### src/design/pixel_format_converter_defines.svh
// ----------------------------------------------------------------------------
// pixel format converter assertion macros
// shared concurrent check forms, clocked on clk and held off during reset
// ----------------------------------------------------------------------------
`ifndef PIXEL_FORMAT_CONVERTER_DEFINES_SVH
`define PIXEL_FORMAT_CONVERTER_DEFINES_SVH

// same-cycle implication
`define PFC_ASSERT_NOW(lbl, ante, cons, msg) \
    lbl: assert property (@(posedge clk) disable iff (!rst_n) (ante) |-> (cons)) \
        else $error(msg);

// next-cycle implication
`define PFC_ASSERT_NEXT(lbl, ante, cons, msg) \
    lbl: assert property (@(posedge clk) disable iff (!rst_n) (ante) |=> (cons)) \
        else $error(msg);

`endif

### src/design/pfc_pkg.sv
// ----------------------------------------------------------------------------
// pfc_pkg
// formats, register indexes and the queue word shared by the converter
// ----------------------------------------------------------------------------
`timescale 1ns / 1ps
`default_nettype none

package pfc_pkg;

    typedef enum logic [1:0] {
        FMT_RGBA = 2'd0,
        FMT_RGB  = 2'd1,
        FMT_A8   = 2'd2,
        FMT_565  = 2'd3
    } pfc_fmt_t;

    localparam int unsigned CFG_IDX_W  = 2;
    localparam int unsigned CFG_DATA_W = 3;

    localparam logic [CFG_IDX_W-1:0] REG_SOURCE_FORMAT = 2'd0;
    localparam logic [CFG_IDX_W-1:0] REG_TARGET_FORMAT = 2'd1;
    localparam logic [CFG_IDX_W-1:0] REG_PREMULTIPLY   = 2'd2;

    // target code meaning "same as source"
    localparam logic [2:0] TGT_SAME = 3'd4;

    localparam logic [7:0] ALPHA_OPAQUE = 8'hff;

    localparam int unsigned QUEUE_DEPTH = 4;

    typedef struct packed {
        logic [7:0] red;
        logic [7:0] green;
        logic [7:0] blue;
        logic [7:0] alpha;
        pfc_fmt_t   dst;
        logic       premul;
        logic       eor;
        logic       transl;
    } pfc_word_t;

endpackage

`default_nettype wire

### src/design/pixel_format_converter.sv
// ----------------------------------------------------------------------------
// pixel_format_converter
// converts rgba8888, rgb888 or alpha8 pixels to rgba8888, rgb888, alpha8 or
// rgb565, with optional alpha premultiply and per-row translucency flag
// ----------------------------------------------------------------------------
// input side: drive a pixel word and raise push; it is taken on an edge where
// full is low. unsupported format pairs are taken and dropped silently.
// result side: while empty is low the oldest result word is on the ports;
// raise pop to take it.
// config: cfg_write with cfg_index/cfg_data, only while the block is idle.
// path: a taken word is written into the queue, then into the product register,
// then into the result register, where it is visible with empty low.
// throughput: one word per clock sustained while pop is held; the three
// 8x8 channel multipliers in the back end each take one product per cycle.
// when the receiver stalls the result register holds, the product stage and
// then the queue fill, and full rises once the queue holds QueueDepth words.
// reset: format registers return to rgba8888 source / same-as-source target,
// premultiply off, the row alpha accumulator to opaque, queue and pipe empty.
// ----------------------------------------------------------------------------
`timescale 1ns / 1ps
`default_nettype none

`include "pixel_format_converter_defines.svh"

module pixel_format_converter
    import pfc_pkg::*;
#(
    parameter int unsigned QueueDepth = QUEUE_DEPTH
)
(
    input  wire logic                  clk,
    input  wire logic                  rst_n,
    input  wire logic                  cfg_write,
    input  wire logic [CFG_IDX_W-1:0]  cfg_index,
    input  wire logic [CFG_DATA_W-1:0] cfg_data,
    input  wire logic                  push,
    output logic                       full,
    input  wire logic [7:0]            in_red,
    input  wire logic [7:0]            in_green,
    input  wire logic [7:0]            in_blue,
    input  wire logic [7:0]            in_alpha,
    input  wire logic                  end_of_row,
    output logic                       empty,
    input  wire logic                  pop,
    output logic [7:0]                 out_red,
    output logic [7:0]                 out_green,
    output logic [7:0]                 out_blue,
    output logic [7:0]                 out_alpha,
    output logic [15:0]                out_rgb565,
    output logic                       row_translucent,
    output logic                       last_of_row
);

    logic      q_push;
    logic      q_full;
    logic      q_pop;
    logic      q_empty;
    pfc_word_t q_wr_word;
    pfc_word_t q_rd_word;

    assign full = q_full;

    pfc_front u_front (
        .clk        (clk),
        .rst_n      (rst_n),
        .cfg_write  (cfg_write),
        .cfg_index  (cfg_index),
        .cfg_data   (cfg_data),
        .push       (push),
        .in_red     (in_red),
        .in_green   (in_green),
        .in_blue    (in_blue),
        .in_alpha   (in_alpha),
        .end_of_row (end_of_row),
        .q_full     (q_full),
        .q_push     (q_push),
        .q_word     (q_wr_word)
    );

    pfc_queue #(
        .Depth (QueueDepth)
    ) u_queue (
        .clk     (clk),
        .rst_n   (rst_n),
        .wr_en   (q_push),
        .wr_word (q_wr_word),
        .full    (q_full),
        .rd_en   (q_pop),
        .empty   (q_empty),
        .rd_word (q_rd_word)
    );

    pfc_back u_back (
        .clk             (clk),
        .rst_n           (rst_n),
        .q_empty         (q_empty),
        .q_word          (q_rd_word),
        .q_pop           (q_pop),
        .pop             (pop),
        .empty           (empty),
        .out_red         (out_red),
        .out_green       (out_green),
        .out_blue        (out_blue),
        .out_alpha       (out_alpha),
        .out_rgb565      (out_rgb565),
        .row_translucent (row_translucent),
        .last_of_row     (last_of_row)
    );

    `PFC_ASSERT_NOW(a_no_push_when_full, q_push, !q_full, "queue written while full")
    `PFC_ASSERT_NOW(a_transl_at_row_end, !empty && row_translucent, last_of_row,
        "translucency flagged away from row end")
    `PFC_ASSERT_NOW(a_rgb565_exclusive, !empty && (out_rgb565 != 16'h0000),
        (out_red == 8'h00) && (out_alpha == 8'h00), "rgb565 word mixed with byte channels")
    `PFC_ASSERT_NEXT(a_queue_fills_on_stall, q_full && !q_pop, q_full,
        "queue lost a word while stalled")

endmodule

`default_nettype wire

### src/design/pfc_front.sv
// ----------------------------------------------------------------------------
// pfc_front
// configuration registers, pixel classification and row alpha tracking
// ----------------------------------------------------------------------------
`timescale 1ns / 1ps
`default_nettype none

module pfc_front
    import pfc_pkg::*;
(
    input  wire logic                  clk,
    input  wire logic                  rst_n,
    input  wire logic                  cfg_write,
    input  wire logic [CFG_IDX_W-1:0]  cfg_index,
    input  wire logic [CFG_DATA_W-1:0] cfg_data,
    input  wire logic                  push,
    input  wire logic [7:0]            in_red,
    input  wire logic [7:0]            in_green,
    input  wire logic [7:0]            in_blue,
    input  wire logic [7:0]            in_alpha,
    input  wire logic                  end_of_row,
    input  wire logic                  q_full,
    output logic                       q_push,
    output pfc_word_t                  q_word
);

    pfc_fmt_t   src_reg;
    logic [2:0] tgt_reg;
    logic       pm_en_reg;
    logic [7:0] acc_reg;
    logic [7:0] acc_next;

    logic [2:0] dst_code;
    pfc_fmt_t   dst;
    logic       supported;
    logic       accept;
    logic       tracks;
    logic [7:0] red;
    logic [7:0] green;
    logic [7:0] blue;
    logic [7:0] alpha;
    logic       premul;
    logic [7:0] acc_and;

    always_comb
    begin
        dst_code  = (tgt_reg == TGT_SAME) ? {1'b0, src_reg} : tgt_reg;
        dst       = pfc_fmt_t'(dst_code[1:0]);
        supported = (src_reg != FMT_565) && !dst_code[2];
        accept    = push && !q_full;

        if (src_reg == FMT_A8)
        begin
            red   = ALPHA_OPAQUE;
            green = ALPHA_OPAQUE;
            blue  = ALPHA_OPAQUE;
            alpha = in_alpha;
        end
        else
        begin
            red   = in_red;
            green = in_green;
            blue  = in_blue;
            alpha = (src_reg == FMT_RGB) ? ALPHA_OPAQUE : in_alpha;
        end

        tracks = (src_reg != FMT_RGB) && ((dst == FMT_RGBA) || (dst == FMT_A8));

        case (dst)
            FMT_RGBA: premul = pm_en_reg;
            FMT_A8:   premul = 1'b0;
            default:  premul = (src_reg != FMT_RGB);
        endcase

        acc_and  = tracks ? (acc_reg & alpha) : acc_reg;
        acc_next = acc_reg;
        if (accept && supported)
        begin
            acc_next = end_of_row ? ALPHA_OPAQUE : acc_and;
        end

        q_push        = accept && supported;
        q_word.red    = red;
        q_word.green  = green;
        q_word.blue   = blue;
        q_word.alpha  = alpha;
        q_word.dst    = dst;
        q_word.premul = premul;
        q_word.eor    = end_of_row;
        q_word.transl = end_of_row && tracks && (acc_and != ALPHA_OPAQUE);
    end

    always_ff @(posedge clk or negedge rst_n)
    begin
        if (!rst_n)
        begin
            src_reg   <= FMT_RGBA;
            tgt_reg   <= TGT_SAME;
            pm_en_reg <= 1'b0;
            acc_reg   <= ALPHA_OPAQUE;
        end
        else
        begin
            acc_reg <= acc_next;
            if (cfg_write)
            begin
                unique case (cfg_index)
                    REG_SOURCE_FORMAT: src_reg   <= pfc_fmt_t'(cfg_data[1:0]);
                    REG_TARGET_FORMAT: tgt_reg   <= cfg_data;
                    REG_PREMULTIPLY:   pm_en_reg <= cfg_data[0];
                    default:           ;
                endcase
            end
        end
    end

endmodule

`default_nettype wire

### src/design/pfc_queue.sv
// ----------------------------------------------------------------------------
// pfc_queue
// short word queue between the front and the back end
// ----------------------------------------------------------------------------
`timescale 1ns / 1ps
`default_nettype none

module pfc_queue
    import pfc_pkg::*;
#(
    parameter int unsigned Depth = QUEUE_DEPTH
)
(
    input  wire logic      clk,
    input  wire logic      rst_n,
    input  wire logic      wr_en,
    input  wire pfc_word_t wr_word,
    output logic           full,
    input  wire logic      rd_en,
    output logic           empty,
    output pfc_word_t      rd_word
);

    localparam int unsigned PtrW = (Depth > 1) ? $clog2(Depth) : 1;
    localparam int unsigned CntW = $clog2(Depth + 1);

    pfc_word_t           entry_reg [Depth];
    logic [PtrW-1:0]     wr_ptr_reg;
    logic [PtrW-1:0]     rd_ptr_reg;
    logic [CntW-1:0]     count_reg;
    logic                do_wr;
    logic                do_rd;

    assign full    = (count_reg == CntW'(Depth));
    assign empty   = (count_reg == '0);
    assign do_wr   = wr_en && !full;
    assign do_rd   = rd_en && !empty;
    assign rd_word = entry_reg[rd_ptr_reg];

    always_ff @(posedge clk)
    begin
        if (do_wr)
        begin
            entry_reg[wr_ptr_reg] <= wr_word;
        end
    end

    always_ff @(posedge clk or negedge rst_n)
    begin
        if (!rst_n)
        begin
            wr_ptr_reg <= '0;
            rd_ptr_reg <= '0;
            count_reg  <= '0;
        end
        else
        begin
            if (do_wr)
            begin
                wr_ptr_reg <= (wr_ptr_reg == PtrW'(Depth - 1)) ? '0 : wr_ptr_reg + 1'b1;
            end
            if (do_rd)
            begin
                rd_ptr_reg <= (rd_ptr_reg == PtrW'(Depth - 1)) ? '0 : rd_ptr_reg + 1'b1;
            end
            if (do_wr && !do_rd)
            begin
                count_reg <= count_reg + 1'b1;
            end
            else if (do_rd && !do_wr)
            begin
                count_reg <= count_reg - 1'b1;
            end
        end
    end

endmodule

`default_nettype wire

### src/design/pfc_back.sv
// ----------------------------------------------------------------------------
// pfc_back
// premultiply, channel selection and rgb565 packing into the result register
// ----------------------------------------------------------------------------
`timescale 1ns / 1ps
`default_nettype none

module pfc_back
    import pfc_pkg::*;
(
    input  wire logic       clk,
    input  wire logic       rst_n,
    input  wire logic       q_empty,
    input  wire pfc_word_t  q_word,
    output logic            q_pop,
    input  wire logic       pop,
    output logic            empty,
    output logic [7:0]      out_red,
    output logic [7:0]      out_green,
    output logic [7:0]      out_blue,
    output logic [7:0]      out_alpha,
    output logic [15:0]     out_rgb565,
    output logic            row_translucent,
    output logic            last_of_row
);

    // rounded x*a/255 from the registered product
    function automatic logic [7:0] round_div255(input logic [15:0] prod);
        logic [15:0] p;
        logic [15:0] t;
        begin
            p = prod + 16'd128;
            t = p + {8'h00, p[15:8]};
            return t[15:8];
        end
    endfunction

    // product stage
    logic        s1_valid_reg;
    pfc_word_t   s1_word_reg;
    logic [15:0] s1_red_prod_reg;
    logic [15:0] s1_green_prod_reg;
    logic [15:0] s1_blue_prod_reg;

    // result register
    logic        out_valid_reg;
    logic [7:0]  out_red_reg;
    logic [7:0]  out_green_reg;
    logic [7:0]  out_blue_reg;
    logic [7:0]  out_alpha_reg;
    logic [15:0] out_rgb565_reg;
    logic        out_transl_reg;
    logic        out_eor_reg;

    logic        out_take;
    logic        s1_move;
    logic        s1_take;

    logic [7:0]  red_next;
    logic [7:0]  green_next;
    logic [7:0]  blue_next;
    logic [7:0]  col_red;
    logic [7:0]  col_green;
    logic [7:0]  col_blue;
    logic [7:0]  alpha_next;
    logic [15:0] rgb565_next;

    assign out_take = !out_valid_reg || pop;
    assign s1_move  = s1_valid_reg && out_take;
    assign s1_take  = !s1_valid_reg || s1_move;
    assign q_pop    = !q_empty && s1_take;

    always_comb
    begin
        if (s1_word_reg.premul)
        begin
            col_red   = round_div255(s1_red_prod_reg);
            col_green = round_div255(s1_green_prod_reg);
            col_blue  = round_div255(s1_blue_prod_reg);
        end
        else
        begin
            col_red   = s1_word_reg.red;
            col_green = s1_word_reg.green;
            col_blue  = s1_word_reg.blue;
        end

        red_next    = '0;
        green_next  = '0;
        blue_next   = '0;
        alpha_next  = '0;
        rgb565_next = '0;
        unique case (s1_word_reg.dst)
            FMT_RGBA:
            begin
                red_next   = col_red;
                green_next = col_green;
                blue_next  = col_blue;
                alpha_next = s1_word_reg.alpha;
            end
            FMT_RGB:
            begin
                red_next   = col_red;
                green_next = col_green;
                blue_next  = col_blue;
            end
            FMT_A8:
            begin
                alpha_next = s1_word_reg.alpha;
            end
            FMT_565:
            begin
                rgb565_next = {col_red[7:3], col_green[7:2], col_blue[7:3]};
            end
            default: ;
        endcase
    end

    always_ff @(posedge clk)
    begin
        if (q_pop)
        begin
            s1_word_reg       <= q_word;
            s1_red_prod_reg   <= 16'(q_word.red) * 16'(q_word.alpha);
            s1_green_prod_reg <= 16'(q_word.green) * 16'(q_word.alpha);
            s1_blue_prod_reg  <= 16'(q_word.blue) * 16'(q_word.alpha);
        end
        if (s1_move)
        begin
            out_red_reg    <= red_next;
            out_green_reg  <= green_next;
            out_blue_reg   <= blue_next;
            out_alpha_reg  <= alpha_next;
            out_rgb565_reg <= rgb565_next;
            out_transl_reg <= s1_word_reg.transl;
            out_eor_reg    <= s1_word_reg.eor;
        end
    end

    always_ff @(posedge clk or negedge rst_n)
    begin
        if (!rst_n)
        begin
            s1_valid_reg  <= 1'b0;
            out_valid_reg <= 1'b0;
        end
        else
        begin
            if (s1_take)
            begin
                s1_valid_reg <= q_pop;
            end
            if (out_take)
            begin
                out_valid_reg <= s1_move;
            end
        end
    end

    assign empty           = !out_valid_reg;
    assign out_red         = out_red_reg;
    assign out_green       = out_green_reg;
    assign out_blue        = out_blue_reg;
    assign out_alpha       = out_alpha_reg;
    assign out_rgb565      = out_rgb565_reg;
    assign row_translucent = out_transl_reg;
    assign last_of_row     = out_eor_reg;

endmodule

`default_nettype wire
### config.mk
export PLATFORM = sky130hd
export DESIGN_NAME = pixel_format_converter
export DESIGN_NICKNAME = d
export VERILOG_FILES = /design/src/design/pfc_pkg.sv /design/src/design/pixel_format_converter.sv /design/src/design/pfc_front.sv /design/src/design/pfc_queue.sv /design/src/design/pfc_back.sv
export VERILOG_INCLUDE_DIRS = /design/src /design/src/design
export SDC_FILE = /design/constraint.sdc
export NUM_CORES = 1
export LEC_CHECK = 0
export BUFFER_PORTS_ARGS = -buffer_cell sky130_fd_sc_hd__buf_2
export CORE_MARGIN = 1.5
export CORE_UTILIZATION = 25
export CTS_CLUSTER_SIZE = 10
export DETAILED_ROUTE_END_ITERATION = 8
export GPL_ROUTABILITY_DRIVEN = 0
export GPL_TIMING_DRIVEN = 0
export PLACE_DENSITY = 0.45
export SLEW_MARGIN = 15
export SYNTH_ARGS = -nofsm -noshare
export SYNTH_HDL_FRONTEND = slang
export SYNTH_SLANG_ARGS = --single-unit
### constraint.sdc
create_clock -name clk -period 8.3 [get_ports clk]
set_input_delay 0.415 -clock clk [delete_from_list [all_inputs] [get_ports clk]]
set_output_delay 0.415 -clock clk [all_outputs]
set_load 0.1 [all_outputs]
# Word level (Yosys, flattened, before mapping)
# Memory sizes are Yosys's and may differ from the RTL's.
# Cells that the tools add are included.
# op_classes
addsub,10
mul,3
eq_ne,15
mux,18
bitwise_logic,1
n_reduce_logical,32
# op_table
operator,n
$mux 8,10
$add 16x8->16,3
$add 16x8->16 const B,3
$mul 8x8->16,3
$eq 2x2->1 const B,7
$logic_and 1x1->1,12
$mux 3,3
$and 8x8->8,1
$ne 8x8->1 const B,1
$logic_not 1->1,7
$eq 2x1->1 const B,3
$eq 3x3->1 const B,2
$logic_not 2->1,3
$reduce_and 2->1,3
$add 2x1->2 const B,2
$mux 2,2
$reduce_or 2->1,2
$add 3x1->3 const B,1
$logic_not 3->1,1
$logic_or 1x1->1,3
$sub 3x1->3 const B,1
$mux 1,2
$ne 2x1->1 const B,1
$ne 2x2->1 const B,1
2 further kinds,2
# word_totals
reg_bits,158
ram_bits,148
inputBits,43
out_inout_bits,52
n_memories,1
# memory_table
memory,words,word_bits,rd,rd_clocked_by_memory_dff,write_ports,line_no,text
u_queue.entry_reg,4,37,1,0,1,pfc_queue.sv:27,pfc_word_t entry_reg [Depth];

# Longest topological paths before layout
# depth
ltp_word,10
mapped_depth,22
ltp_nobuf,20

# Cells and area by module
# From an unflattened synthesis, not the netlist that was laid out.
# hier_totals
cells_unflattened,1542
area_unflattened_um2,19179.6
# by_module_without_submodules
mod,n_inst,cells_per_inst,area_per_inst_um2
pfc_back,1,1209,12405.6
pfc_queue,1,230,5803.1
pfc_front,1,103,970.9

# Worst setup path before layout
# Ideal clock, no wire load.
# synth_path
kind,reg-to-reg
from,reg u_back.out_valid_reg
to,reg u_queue.count_reg[1]
setup_ns,0.125
arrival_ns,6.702
required_time_ns,8.175
path_slack_ns,1.473
stages_incl_launch_ff,9
n_path_buf,0
path_cell_list,dfrtp_1 > inv_1 > nor2_1 > a21oi_1 > inv_1 > ha_1 > inv_1 > fa_1 > mux2_2
# synth_between
elab_chain_cells,9
word_cells_on_any_way,11
cone_classes,mux: 1; reduce/logical: 10
# synth_rtl
item,line_no,text
from (decl),pfc_back.sv:46,logic out_valid_reg;
from (signal assigned),pfc_back.sv:155,out_valid_reg <= s1_move;
$logic_not 1->1 *,-,
via empty,pixel_format_converter.sv:43,"output logic empty,"
$logic_or 1x1->1 *,pfc_back.sv:68,assign out_take = !out_valid_reg || pop;
$logic_and 1x1->1 *,pfc_back.sv:69,assign s1_move = s1_valid_reg && out_take;
$logic_or 1x1->1 *,pfc_back.sv:70,assign s1_take = !s1_valid_reg || s1_move;
$logic_and 1x1->1 *,pfc_back.sv:71,assign q_pop = !q_empty && s1_take;
via q_pop,pixel_format_converter.sv:56,logic q_pop;
$logic_and 1x1->1 *,pfc_queue.sv:37,assign do_rd = rd_en && !empty;
$logic_not 1->1,pfc_queue.sv:66,if (do_wr && !do_rd)
$logic_and 1x1->1,pfc_queue.sv:66,
$mux 3 / $reduce_bool 2->1 (equally long branches),-,
to (signal assigned),pfc_queue.sv:68,count_reg <= count_reg + 1'b1;
to (signal assigned),pfc_queue.sv:72,count_reg <= count_reg - 1'b1;
to (decl),pfc_queue.sv:30,logic [CntW-1:0] count_reg;
# The timed path passes the listed nets; every way through them passes the cells marked *.
# A chain may end at the register's enable or synchronous reset.

==> implementation parameters <==
Parameter                              Value

Setup path
  Critical path type ... flip-flop to flip-flop
  Crit path DAT ... 7.00 ns
  Crit path required time ... 8.58 ns
  Kind of start point of the critical path ... flip-flop
  Crit. End Element ... flip-flop
  Setup slack on the worst flop-to-flop path ... 1.57 ns
  CP max FO ... 10
  R2R depth ... 22

STA
  Final Hold Fails ... 0
  Final worst hold slack ... 0.0958 ns
  Worst Clk Skew ... 0.0269 ns
  Post-route clock period utilization ... 81.1%
  Setup violations, final ... 0
  Normalized max-slew margin ... 27.8%
  Setup repair after global routing missed its margin ... false
  Maximum achievable frequency ... 0.149 GHz
  Tmin final ... 6.73 ns
  Smallest setup slack after layout ... 1.57 ns
  Max-slew violation total from the final report ... 0
  Worst Max-Slew Pin Slew ... 1.08 ns

Synthesis
  Library cell with the largest summed area after synthesis ... edfxtp_1
  Post-Syn Nets ... 1910
  Share of synthesized registers carrying an async set or reset ... 7.52%
  Cells after Synth ... 1620
  Main area contributors after synthesis ... edfxtp_1, fa_1, ha_1
  Post-Syn Area per Cell ... 11.8 um^2
  Sequential fraction of the synthesis area ... 47.3%
  Adder-Cell Fraction of Synth Area ... 20.4%
  Flop and latch count out of synthesis ... 306
  Share of synthesized cell area in and, or, nand and nor gates ... 12.7%
  Share of the synthesized netlist area taken by xor and xnor gates ... 2.55%
  Synth warnings ... 0
  Unique cell type count in the Yosys netlist ... 77
  Fraction of post-synthesis cell area in the top cell type by area ... 44.3%
  Number of enable-type register cells in the synthesized netlist ... 283
  Commonest register cell after synthesis ... edfxtp_1
  Main combinational cell family by area after synthesis ... adder cells
  Netlist Area Pre-Place ... 0.0192 mm^2
  Compound-gate portion of the synthesized area ... 6.99%
  Post-synthesis mux area share ... 4.86%

Cells and area
  Area of combinational cells with multiple inputs ... 0.00914 mm^2
  Number of nets in the finished design ... 2055
  Fraction of layout instances using a drive strength above 1 ... 13.5%
  Count of inserted antenna diode cells ... 0
  Count of placed standard cells in the final layout, fillers left out ... 2822
  Area overhead of the layout relative to synthesis ... 16.8%
  Sequential cell area in the final layout ... 0.00908 mm^2
  Most common library cell in the layout ignoring fill and taps ... edfxtp_1
  Largest register FFs ... 148
  Final-layout fill cell count ... 7853
  Commonest non-fill, non-tap cells in the layout ... edfxtp_1, inv_1, ha_1, nand2_1, nor2_1

Global route
  Pin count of the biggest net entering global routing ... 51
  Congestion Overflow GR ... 0
  Antenna violations before repair ... 0
  Global routing usage summed across all routing layers ... 12.2%
  Global-route wire length before repair ... 73800 um
  Vias in the first global route ... 12.9k

Clock tree
  Post-CTS Resized ... 0
  Post-CTS Setup Inserts ... 0
  CTS tree ... built
  Clock latency on the worst-skew pair ... 0.56 ns
  CTS clock-pin slew for the worst setup and hold paths ... 0.06 ns
  CTS hold repair buffers ... 1
  Longest Clk Path Bufs ... 3
  CTS Root Cell ... clkbuf_16
  Number of H-tree levels ... 2
  Num Clock Sinks ... 306
  Clock buffer count from CTS ... 39

Route
  Antenna Violating Nets Remaining ... 0
  Met2 wire len ... 21400 um
  Top layer used by detailed routing ... met4
  Wire length per cell after detailed routing ... 16.7 um
  Routed via count divided by cell count ... 4.35
  Number of remaining DRC errors ... 0
  Total number of vias ... 12.3k
  WL met1 ... 23000 um
  Total wire length after detailed routing ... 47100 um
  Number of detailed-route iterations in the first pass ... 5
  Wire length on met3 ... 1670 um
  Drt initial violations ... 748

Placed design
  HPWL Detailed ... 36000 um
  Post-place setup slack ... 1.55 ns
  Post-Place Cells ... 2753
  Port bufs ... 94

Run
  Number of maximum-capacitance violations ... 0

Floorplan
  Die area ... 0.0784 mm^2
  Number of core rows ... 101
  Core Footprint ... 0.0759 mm^2
  Number of ports placed on the die boundary ... 95
  Die Height ... 280 um
  Starting Density ... 25.3%
  Horiz. Die Dim ... 280 um

Min path
  Worst hold path depth ... 2
  Worst hold path type ... input pin to flip-flop

Status
  Run status ... completed
-- final timing paths --
kind | to | from
max | u_back.s1_blue_prod_reg[14] | u_queue.rd_ptr_reg[1]
min | u_front.tgt_reg[2] | cfg_data[2]
max reg2reg | u_back.s1_blue_prod_reg[14] | u_queue.rd_ptr_reg[1]
min reg2reg | u_back.last_of_row | u_back.s1_word_reg[1]
max in group asynchronous | u_front.acc_reg[7] | rst_n
min in group asynchronous | u_front.tgt_reg[0] | rst_n
-- synthesized netlist by cell type, types with 5 or more instances --
cell,n
o21ai_0,23
nor4_1,6
o21a_1,9
inv_2,9
inv_1,210
nand2b_1,39
dfrtp_1,14
mux2i_1,19
and2_1,91
and4_1,6
ha_1,138
mux2_2,21
nor2_1,116
dfstp_2,9
a211oi_1,7
buf_2,11
mux2_1,5
xor2_1,13
fa_1,109
a31oi_1,6
nor3_1,20
a21oi_1,48
clkbuf_1,22
o311ai_1,6
a21o_1,9
a211o_1,5
o211ai_1,8
xnor2_1,41
nor2b_1,23
nand4_1,9
nand3_1,27
o22ai_1,8
and3_1,9
o21ai_1,24
edfxtp_1,283
mux4_2,20
nand2_1,129
-- critical path: stages (launching register included) --
cell and delay, ns:
dfrtp_1 0.36, buf_2 0.28, buf_2 0.34, mux2i_1 0.22, nand2_1 0.06, o21ai_1 0.56, inv_2 0.29, clkbuf_1 0.40
nand2_1 0.20, fa_1 0.45, fa_1 0.49, inv_1 0.05, fa_1 0.47, inv_1 0.05, fa_1 0.47, inv_1 0.04
ha_1 0.34, a21oi_1 0.16, nand2_1 0.08, a221o_1 0.37, a41o_1 0.27, o41ai_1 0.35, xnor2_1 0.14
-- through the flow --
step           utilization, %  setup TNS (ns)  instance area [um^2]
4_1_cts                  29.5               0                 22400
2_1_floorplan               -               0                 19200
3_3_place_gp             27.6           -1.72                 20900
5_1_grt                  29.5               0                 22400
6_report                 29.5               0                 22400
3_5_place_dp             27.9               0                 21200
-- area by class of cell --
cell class / count / share of cell area [%]
flip-flops and latches: 306 / 40.5
plain buffers: 38 / 0.715
multi-input cells: 1056 / 40.8
clock inverters: 9 / 0.597
repair buffers: 104 / 3.15
clock buffers: 59 / 4.78
inverters: 220 / 3.69
well taps: 1030 / 5.75
-- layer usage --
layer	GRT usage, %	vias to the layer above
met1	16.9	6085
met5	0	-
met4	3.34	0
met2	19.8	221
met3	1.78	70
li1	-	5913
-- logic make-up (layout without fill, tap and decap cells) --
family | Yosys count | after routing
compound gates | 198 | 198
xor+xnor | 55 | 55
fa+ha+maj | 247 | 247
buf+inv | 258 | 430
flops | 306 | 306
mux | 65 | 65
simple gates | 491 | 491
Power is not shown: default switching activity piles up to over one toggle a cycle in this logic, so the estimate is an artifact.
